File: config.mk
export PLATFORM = sky130hd
export DESIGN_NAME = text_console_cursor_engine_core_flat
export DESIGN_NICKNAME = d
export VERILOG_FILES = /design/src/hdl/tcce_pkg.sv /design/src/hdl/tcce_cmd_if.sv /design/src/hdl/tcce_res_if.sv /design/src/hdl/tcce_cfg_if.sv /design/src/hdl/text_console_cursor_engine_core.sv /design/src/flat_wrapper.sv
export SDC_FILE = /design/constraint.sdc
export NUM_CORES = 1
export LEC_CHECK = 0
export ABC_CLOCK_PERIOD_IN_PS = 7500
export BUFFER_PORTS_ARGS = -buffer_cell sky130_fd_sc_hd__buf_2
export CORE_ASPECT_RATIO = 1.25
export CORE_MARGIN = 4
export CORE_UTILIZATION = 30
export DETAILED_ROUTE_END_ITERATION = 6
export SETUP_SLACK_MARGIN = 0.15
export SLEW_MARGIN = 0
export SYNTH_ARGS = -nofsm -noshare
export SYNTH_HDL_FRONTEND = slang
export SYNTH_SLANG_ARGS = --single-unit
File: constraint.sdc
create_clock -name clk -period 7.5 [get_ports clk]
set_input_delay 1.5 -clock clk [delete_from_list [all_inputs] [get_ports clk]]
set_output_delay 1.5 -clock clk [all_outputs]
set_load 0.05 [all_outputs]
File: src/hdl/tcce_pkg.sv
// ----------------------------------------------------------------------------
// tcce_pkg
// Shared types and constants for the text console cursor engine.
// ----------------------------------------------------------------------------
package tcce_pkg;

  localparam int ADDR_W = 14;
  localparam int END_W  = 15;
  localparam int DATA_W = 16;
  localparam int FUNC_W = 2;
  localparam int CHAR_W = 8;
  localparam int IDX_W  = 1;

  localparam logic [FUNC_W-1:0] FUNC_PRINT = 2'd0;
  localparam logic [FUNC_W-1:0] FUNC_UP    = 2'd1;
  localparam logic [FUNC_W-1:0] FUNC_DOWN  = 2'd2;

  localparam logic [IDX_W-1:0] REG_REGION_START = 1'd0;
  localparam logic [IDX_W-1:0] REG_REGION_END   = 1'd1;

  localparam logic [CHAR_W-1:0] CH_NEWLINE   = 8'd10;
  localparam logic [CHAR_W-1:0] CH_BACKSPACE = 8'd8;
  localparam logic [CHAR_W-1:0] CH_BLANK     = 8'h20;
  localparam logic [CHAR_W-1:0] ATTR_WHITE   = 8'h0f;

  localparam logic [END_W-1:0] MEM_WORDS = 15'd16384;
  localparam logic [END_W-1:0] ADDR_MAX  = 15'h3fff;

  typedef enum logic [3:0] {
    S_IDLE = 4'b0001,
    S_EXEC = 4'b0010,
    S_STEP = 4'b0100,
    S_EMIT = 4'b1000
  } state_t;

endpackage

File: src/hdl/tcce_cmd_if.sv
// ----------------------------------------------------------------------------
// tcce_cmd_if
// Command channel: one character or scroll request per transfer.
// ----------------------------------------------------------------------------
interface tcce_cmd_if;
  logic                       valid;
  logic                       ready;
  logic [tcce_pkg::FUNC_W-1:0] func;
  logic [tcce_pkg::CHAR_W-1:0] char_code;

  modport source (output valid, func, char_code, input ready);
  modport sink   (input valid, func, char_code, output ready);
endinterface

File: src/hdl/tcce_res_if.sv
// ----------------------------------------------------------------------------
// tcce_res_if
// Result channel: cell write and updated cursor / view addresses.
// ----------------------------------------------------------------------------
interface tcce_res_if;
  logic                       valid;
  logic                       ready;
  logic                       mem_write;
  logic [tcce_pkg::ADDR_W-1:0] mem_addr;
  logic [tcce_pkg::DATA_W-1:0] mem_data;
  logic [tcce_pkg::ADDR_W-1:0] cursor_address;
  logic [tcce_pkg::ADDR_W-1:0] view_address;

  modport source (output valid, mem_write, mem_addr, mem_data, cursor_address,
                  view_address, input ready);
  modport sink   (input valid, mem_write, mem_addr, mem_data, cursor_address,
                  view_address, output ready);
endinterface

File: src/hdl/tcce_cfg_if.sv
// ----------------------------------------------------------------------------
// tcce_cfg_if
// Register write channel: index and write data.
// ----------------------------------------------------------------------------
interface tcce_cfg_if;
  logic                      valid;
  logic                      ready;
  logic [tcce_pkg::IDX_W-1:0] index;
  logic [tcce_pkg::END_W-1:0] data;

  modport source (output valid, index, data, input ready);
  modport sink   (input valid, index, data, output ready);
endinterface

File: src/hdl/text_console_cursor_engine_core.sv
// Scroll up or unused code: the command passes S_EXEC, then S_EMIT registers the result.
// Print and scroll down: S_EXEC, then S_STEP, then S_EMIT. Print stays in S_STEP for n
//   catch-up line scrolls (one per cycle on the view adders); scroll down takes at most one
//   line scroll. S_EMIT waits while an earlier result is stalled; commands are taken in S_IDLE.
// Reset (rst, synchronous): region 0..16384, cursor and view at 0, no result pending.
// ----------------------------------------------------------------------------
// text_console_cursor_engine_core
// Cursor and view start tracking for one text console region, with
// iterative catch-up scrolling.
// ----------------------------------------------------------------------------
module text_console_cursor_engine_core #(
  parameter int LINE_WIDTH   = 80,
  parameter int SCREEN_CELLS = 2000
) (
  input  logic        clk,
  input  logic        rst,
  tcce_cfg_if.sink    cfg,
  tcce_cmd_if.sink    cmd,
  tcce_res_if.source  res
);
  import tcce_pkg::*;

  localparam int COL_W = $clog2(LINE_WIDTH);
  localparam logic [COL_W-1:0]  COL_LAST = COL_W'(LINE_WIDTH - 1);
  localparam logic [END_W-1:0]  LW_E     = END_W'(LINE_WIDTH);
  localparam logic [END_W-1:0]  SC_E     = END_W'(SCREEN_CELLS);
  localparam logic [ADDR_W-1:0] LW_A     = ADDR_W'(LINE_WIDTH);

  state_t state;

  logic [ADDR_W-1:0] region_start;
  logic [END_W-1:0]  region_end;
  logic [ADDR_W-1:0] cursor;
  logic [ADDR_W-1:0] view;
  logic [COL_W-1:0]  col;
  logic [FUNC_W-1:0] func_q;
  logic [CHAR_W-1:0] char_q;
  logic              catchup;
  logic              wr;
  logic [ADDR_W-1:0] addr;
  logic [DATA_W-1:0] data;
  logic              wr_next;
  logic [ADDR_W-1:0] addr_next;
  logic [DATA_W-1:0] data_next;

  logic [END_W-1:0] end_eff;
  logic [END_W-1:0] curs_inc;
  logic [END_W-1:0] curs_nl;
  logic [END_W-1:0] curs_nl_chk;
  logic [END_W-1:0] view_sc;
  logic [END_W-1:0] view_lw;
  logic [END_W-1:0] rs_lw;
  logic             below;
  logic             can_down;

  assign end_eff     = (region_end > MEM_WORDS) ? MEM_WORDS : region_end;
  assign curs_inc    = {1'b0, cursor} + 15'd1;
  assign curs_nl_chk = {1'b0, cursor} + LW_E;
  assign curs_nl     = curs_nl_chk - END_W'(col);

  // view adders and compares, used by the scroll up, catch-up and scroll-down steps
  assign view_sc  = {1'b0, view} + SC_E;
  assign view_lw  = {1'b0, view} + LW_E;
  assign rs_lw    = {1'b0, region_start} + LW_E;
  assign below    = {1'b0, cursor} >= view_sc;
  assign can_down = (view_sc < end_eff) && (view_lw <= ADDR_MAX);

  assign cfg.ready = 1'b1;
  assign cmd.ready = (state == S_IDLE);

  always_comb begin
    wr_next   = 1'b0;
    addr_next = '0;
    data_next = '0;
    if (func_q == FUNC_PRINT) begin
      if (char_q == CH_BACKSPACE) begin
        if (cursor > region_start) begin
          wr_next   = 1'b1;
          addr_next = cursor - 14'd1;
          data_next = {ATTR_WHITE, CH_BLANK};
        end
      end else if (char_q != CH_NEWLINE) begin
        if (curs_inc < end_eff) begin
          wr_next   = 1'b1;
          addr_next = cursor;
          data_next = {ATTR_WHITE, char_q};
        end
      end
    end
  end

  always_ff @(posedge clk) begin
    if (rst) begin
      state        <= S_IDLE;
      region_start <= '0;
      region_end   <= MEM_WORDS;
      cursor       <= '0;
      view         <= '0;
      col          <= '0;
      res.valid    <= 1'b0;
    end else begin
      if (cfg.valid) begin
        case (cfg.index)
          REG_REGION_START: begin
            region_start <= cfg.data[ADDR_W-1:0];
            cursor       <= cfg.data[ADDR_W-1:0];
            view         <= cfg.data[ADDR_W-1:0];
            col          <= '0;
          end
          REG_REGION_END: region_end <= cfg.data;
          default: ;
        endcase
      end

      if (res.valid && res.ready && (state != S_EMIT)) begin
        res.valid <= 1'b0;
      end

      case (state)
        S_IDLE: begin
          if (cmd.valid) begin
            func_q <= cmd.func;
            char_q <= cmd.char_code;
            state  <= S_EXEC;
          end
        end
        S_EXEC: begin
          wr      <= wr_next;
          addr    <= addr_next;
          data    <= data_next;
          catchup <= (func_q == FUNC_PRINT);
          state   <= ((func_q == FUNC_PRINT) || (func_q == FUNC_DOWN)) ? S_STEP : S_EMIT;
          case (func_q)
            FUNC_PRINT: begin
              if (char_q == CH_NEWLINE) begin
                if (curs_nl_chk < end_eff) begin
                  cursor <= curs_nl[ADDR_W-1:0];
                  col    <= '0;
                end
              end else if (char_q == CH_BACKSPACE) begin
                if (cursor > region_start) begin
                  cursor <= cursor - 14'd1;
                  col    <= (col == '0) ? COL_LAST : col - COL_W'(1);
                end
              end else begin
                if (curs_inc < end_eff) begin
                  cursor <= curs_inc[ADDR_W-1:0];
                  col    <= (col == COL_LAST) ? '0 : col + COL_W'(1);
                end
              end
            end
            FUNC_UP: begin
              if (view > region_start) begin
                if ({1'b0, view} >= rs_lw) begin
                  view <= view - LW_A;
                end else begin
                  view <= region_start;
                end
              end
            end
            default: ;
          endcase
        end
        S_STEP: begin
          if (catchup) begin
            if (below && can_down) begin
              view <= view_lw[ADDR_W-1:0];
            end else begin
              state <= S_EMIT;
            end
          end else begin
            if (can_down) begin
              view <= view_lw[ADDR_W-1:0];
            end
            state <= S_EMIT;
          end
        end
        S_EMIT: begin
          if (!res.valid || res.ready) begin
            res.valid          <= 1'b1;
            res.mem_write      <= wr;
            res.mem_addr       <= addr;
            res.mem_data       <= data;
            res.cursor_address <= cursor;
            res.view_address   <= view;
            state              <= S_IDLE;
          end
        end
        default: state <= S_IDLE;
      endcase
    end
  end

endmodule

File: src/flat_wrapper.sv
// flat-port wrapper written by rule: the top's interface ports become plain ports
module text_console_cursor_engine_core_flat import tcce_pkg::*;
#(
  parameter int LINE_WIDTH   = 80,
  parameter int SCREEN_CELLS = 2000
)
  (clk, rst, cfg_valid, cfg_index, cfg_data, cfg_ready, cmd_valid, cmd_func, cmd_char_code, cmd_ready, res_valid, res_mem_write, res_mem_addr, res_mem_data, res_cursor_address, res_view_address, res_ready);
  tcce_cfg_if cfg_i ();
  tcce_cmd_if cmd_i ();
  tcce_res_if res_i ();
  input  logic clk;
  input  logic rst;
  input wire logic [$bits(cfg_i.valid)-1:0] cfg_valid;
  input wire logic [$bits(cfg_i.index)-1:0] cfg_index;
  input wire logic [$bits(cfg_i.data)-1:0] cfg_data;
  output wire logic [$bits(cfg_i.ready)-1:0] cfg_ready;
  input wire logic [$bits(cmd_i.valid)-1:0] cmd_valid;
  input wire logic [$bits(cmd_i.func)-1:0] cmd_func;
  input wire logic [$bits(cmd_i.char_code)-1:0] cmd_char_code;
  output wire logic [$bits(cmd_i.ready)-1:0] cmd_ready;
  output wire logic [$bits(res_i.valid)-1:0] res_valid;
  output wire logic [$bits(res_i.mem_write)-1:0] res_mem_write;
  output wire logic [$bits(res_i.mem_addr)-1:0] res_mem_addr;
  output wire logic [$bits(res_i.mem_data)-1:0] res_mem_data;
  output wire logic [$bits(res_i.cursor_address)-1:0] res_cursor_address;
  output wire logic [$bits(res_i.view_address)-1:0] res_view_address;
  input wire logic [$bits(res_i.ready)-1:0] res_ready;
  assign cfg_i.valid = cfg_valid;
  assign cfg_i.index = cfg_index;
  assign cfg_i.data = cfg_data;
  assign cfg_ready = cfg_i.ready;
  assign cmd_i.valid = cmd_valid;
  assign cmd_i.func = cmd_func;
  assign cmd_i.char_code = cmd_char_code;
  assign cmd_ready = cmd_i.ready;
  assign res_valid = res_i.valid;
  assign res_mem_write = res_i.mem_write;
  assign res_mem_addr = res_i.mem_addr;
  assign res_mem_data = res_i.mem_data;
  assign res_cursor_address = res_i.cursor_address;
  assign res_view_address = res_i.view_address;
  assign res_i.ready = res_ready;
  text_console_cursor_engine_core #(.LINE_WIDTH(LINE_WIDTH), .SCREEN_CELLS(SCREEN_CELLS)) u_core (.clk(clk), .rst(rst), .cfg(cfg_i), .cmd(cmd_i), .res(res_i));
endmodule
==> flow_summary.yaml <==
finish:
  instances_no_fill: 1776
  finish.net_count: 1423
  layout.cells.most_common: "nand2_1"
  most-common-layout-cells: "nand2_1, ha_1, a21oi_1, nor2_1, buf_2"
  num_antenna_cells: 0
  area_added_between_synthesis_and_finish_pct: 12.8
  drive_above_1_share: 0.130
  postLayoutCoreUtil: 0.341
worst_setup_path:
  crit_type: "reg2reg"
  worstPathArrival_ns: 5.21
  crit_chain: "nand2_1 > nor4_1 > nand3_1 > xnor2_1 > ha_1 > nand4_1 > nor2_1 > a21oi_1 > o2111ai_1 > o21ai_1 > nor2_1 > o21a_1 > a221o_1"
  critical_path.top_delay_family: "compound AO/OA/AOI/OAI gates"
  regToRegSetupSlack_ns: 2.63
  endpoint_kind: "flop"
  worst_path_max_delay_cell: "o21ai_1"
  crit_path_max_fanout: 18
  critical_path_buf_inv_count: 0
  critPathRequiredTime_ns: 7.85
  setup.worst_path.start_class: "flop"
  crit_path_max_incr_delay_ns: 1.08
  critical_path.most_common_cell: "nor2_1"
drt:
  dr_total_vias: 9811
  drt_pass_1_iters: 5
  postRouteAntennaNets: 0
  routed_wl_mm: 36.1
  route.detailed.drc: 0
  drtIter0Drc: 798
  wire_per_inst_um: 20.3
  post_detailed_route_via_to_cell_ratio: 5.52
power_and_ir_drop:
  power_switching_share: 0.323
  p_leak_nw: 4.73
  p_seq_frac: 0.417
  internal_power_w: 0.00156
  clkPwrFrac: 0.370
  worst_ir_drop_vdd_mv: 0.159
  combinationalPowerShare: 0.213
  power-per-cell-area_nw_per_um2: 187
  power_switching_w: 0.000745
floorplanning:
  initial_core_util: 0.303
  dieWidth_um: 179
  die_area_um2: 39700
  vertical_die_dimension_um: 222
  pin_count: 93
  design.core.area_um2: 36200
  fp-row-count: 78
synthesis:
  ys_async_sr_fraction: 0
  postSynthCellCount: 1233
  yosys_warnings: 0
  postSynth.topFlopCell: "edfxtp_1"
  ys_ff_latch: 154
  synth_edf_count: 85
  distinct_cell_type_count_of_the_synthesized_netlist: 92
  synthesis.area_per_instance_um2: 8.89
  yosysSeqAreaShare: 0.359
  cell_area_after_synthesis_um2: 11000
cts:
  cts_made_buffers: 17
  htreeDepth: 4
  clk-insertion-delay-late_ns: 0.45
  clock_path_buffers: 2
  cts_sinks: 154
  cts_root_buf: "clkbuf_16"
  clkTransAtPathRegs_ns: 0.07
  tritoncts_clock_tree: "yes"
  cts.repair.resized: 0
  holdBufCountCts: 0
  cts.repair_timing.setup_buffer_count: 0
grt:
  gr-usage-met1: 0.226
  use_met2: 0.294
  global_route.usage.total: 0.182
  pin_count_of_the_biggest_net_entering_global_routing: 52
  global_route_wire_length_before_repair_mm: 55.8
  global_route.peak_usage_layer: "met2"
  grt_ovf: 0
  number_of_global_route_vias_before_repair: 9747
  met3_usage: 0.0310
  grt_antenna_before_repair: 3
sta:
  fin_crit_sh: 0.649
  final.min_clock_period_ns: 4.87
  grt_setup_unrepaired: "false"
  maxSlewHeadroom: 0.105
  final.hold.worst_slack_ns: 0.417
  final-setup-viol-count: 0
  slew_viol_final: 0
  maxClockFrequency_ghz: 0.206
  worstMarginPinSlew_ns: 1.33
  setup_total_negative_slack_ns: 0
  finalHoldViolations: 0
  layout_setup_ws_ns: 2.63
  worst_clock_skew_ns: 0.0147
placed_design:
  placed_cells: 1745
  pre_cts_slack_ns: 2.85
  dp_hpwl_mm: 26.7
  finalWeightedCongestion: 0.916
  port_buffers: 87
status:
  outcome: "finished, final reports clean"
run:
  reported_max_cap_violation_count: 0
worst_hold_path:
  timing.hold.worst.class: "reg2reg"
## cell families (layout without fill, tap and decap cells)
| family | count (synthesis) | after routing | synth area share |
|---|---|---|---|
| AND/OR/NAND/NOR | 434 | 434 | 0.199 |
| AO/OA/AOI/OAI | 333 | 333 | 0.204 |
| flip-flops | 154 | 154 | 0.359 |
| buffers and inverters | 126 | 186 | 0.0488 |
| adder cells (fa/ha/maj) | 109 | 109 | 0.125 |
| XOR/XNOR | 64 | 64 | 0.0525 |
| multiplexers | 11 | 11 | 0.0104 |
| other | 2 | 5 | 0.000685 |
## synth_stat cells (7+ instances only)
library cell / instances / area (um2)
a211oi_1: 14 / 105
a21boi_0: 10 / 75.1
a21o_1: 17 / 128
a21oi_1: 105 / 526
a221oi_1: 8 / 70.1
a31oi_1: 17 / 106
and2_1: 13 / 81.3
and3_1: 21 / 131
buf_1: 8 / 30.0
buf_2: 10 / 50.1
buf_4: 9 / 67.6
clkbuf_1: 44 / 165
dfxtp_1: 69 / 1380
edfxtp_1: 85 / 2550
ha_1: 107 / 1340
inv_1: 53 / 199
mux2i_1: 8 / 80.1
nand2_1: 133 / 499
nand2b_1: 14 / 87.6
nand3_1: 33 / 165
nand3b_1: 8 / 60.1
nand4_1: 12 / 75.1
nor2_1: 89 / 334
nor2b_1: 10 / 62.6
nor3_1: 29 / 145
nor4_1: 16 / 100
nor4b_1: 7 / 61.3
o211ai_1: 12 / 90.1
o21a_1: 8 / 60.1
o21ai_0: 48 / 240
or2_2: 7 / 43.8
or3_1: 19 / 119
xnor2_1: 41 / 359
xor2_1: 22 / 193
## cell type report
| type | instances | area (um2) |
|---|---|---|
| Inverter | 53 | 199 |
| Clock inverter | 14 | 136 |
| Multi-Input combinational cell | 956 | 6520 |
| Clock buffer | 17 | 425 |
| Timing Repair Buffer | 102 | 548 |
| Sequential cell | 154 | 3930 |
| Fill cell | 3734 | 23800 |
| Tap cell | 480 | 601 |
## flip-flops by register name, indices dropped and copies added, names as in the netlist, 2 cells and up
| register | count |
|---|---|
| u_core.res.view_address | 14 |
| u_core.region_start | 14 |
| u_core.res.cursor_address | 14 |
| u_core.data | 8 |
| u_core.res.mem_data | 8 |
| u_core.char_q | 8 |
| u_core.view | 14 |
| u_core.col | 7 |
| u_core.state | 4 |
| u_core.addr | 14 |
| u_core.cursor | 14 |
| u_core.func_q | 2 |
| u_core.region_end | 15 |
| u_core.res.mem_addr | 14 |
## power groups by stage
stage | Sequential, W | Combinational, W | Clock, W
2_1_floorplan | 0.000950 | 0.000370 | 0
3_3_place_gp | 0.000980 | 0.000472 | 0
3_5_place_dp | 0.000980 | 0.000481 | 0
4_1_cts | 0.000962 | 0.000485 | 0.000872
5_1_grt | 0.000967 | 0.000546 | 0.000905
6_report | 0.000963 | 0.000492 | 0.000853
## final timing paths
| kind | startpoint | to | cells after the start |
|---|---|---|---|
| hold / removal | u_core.data[1]$_SDFFCE_PP0P_ | u_core.res.mem_data[1]$_DFFE_PP_ | 0 |
| hold reg to reg | u_core.data[1]$_SDFFCE_PP0P_ | u_core.res.mem_data[1]$_DFFE_PP_ | 0 |
| setup / recovery | u_core.cursor[7]$_SDFF_PP0_ | u_core.col[3]$_SDFF_PP0_ | 13 |
| setup reg to reg | u_core.cursor[7]$_SDFF_PP0_ | u_core.col[3]$_SDFF_PP0_ | 13 |
## stage by stage
stage	power (W)	instance area [um2]
6_report	0.00231	12400
3_3_place_gp	0.00145	11800
3_5_place_dp	0.00146	11800
5_1_grt	0.00242	12400
4_1_cts	0.00232	12400
2_1_floorplan	0.00132	11000
## layer usage
metal | part of all wire | up-vias
li1 | - | 4658
met1 | 0.42 | 4669
met2 | 0.47 | 370
met3 | 0.055 | 108
met4 | 0.056 | 6
met5 | 0.00061 | -
No activity file was read; power rests on OpenSTA's default activity.
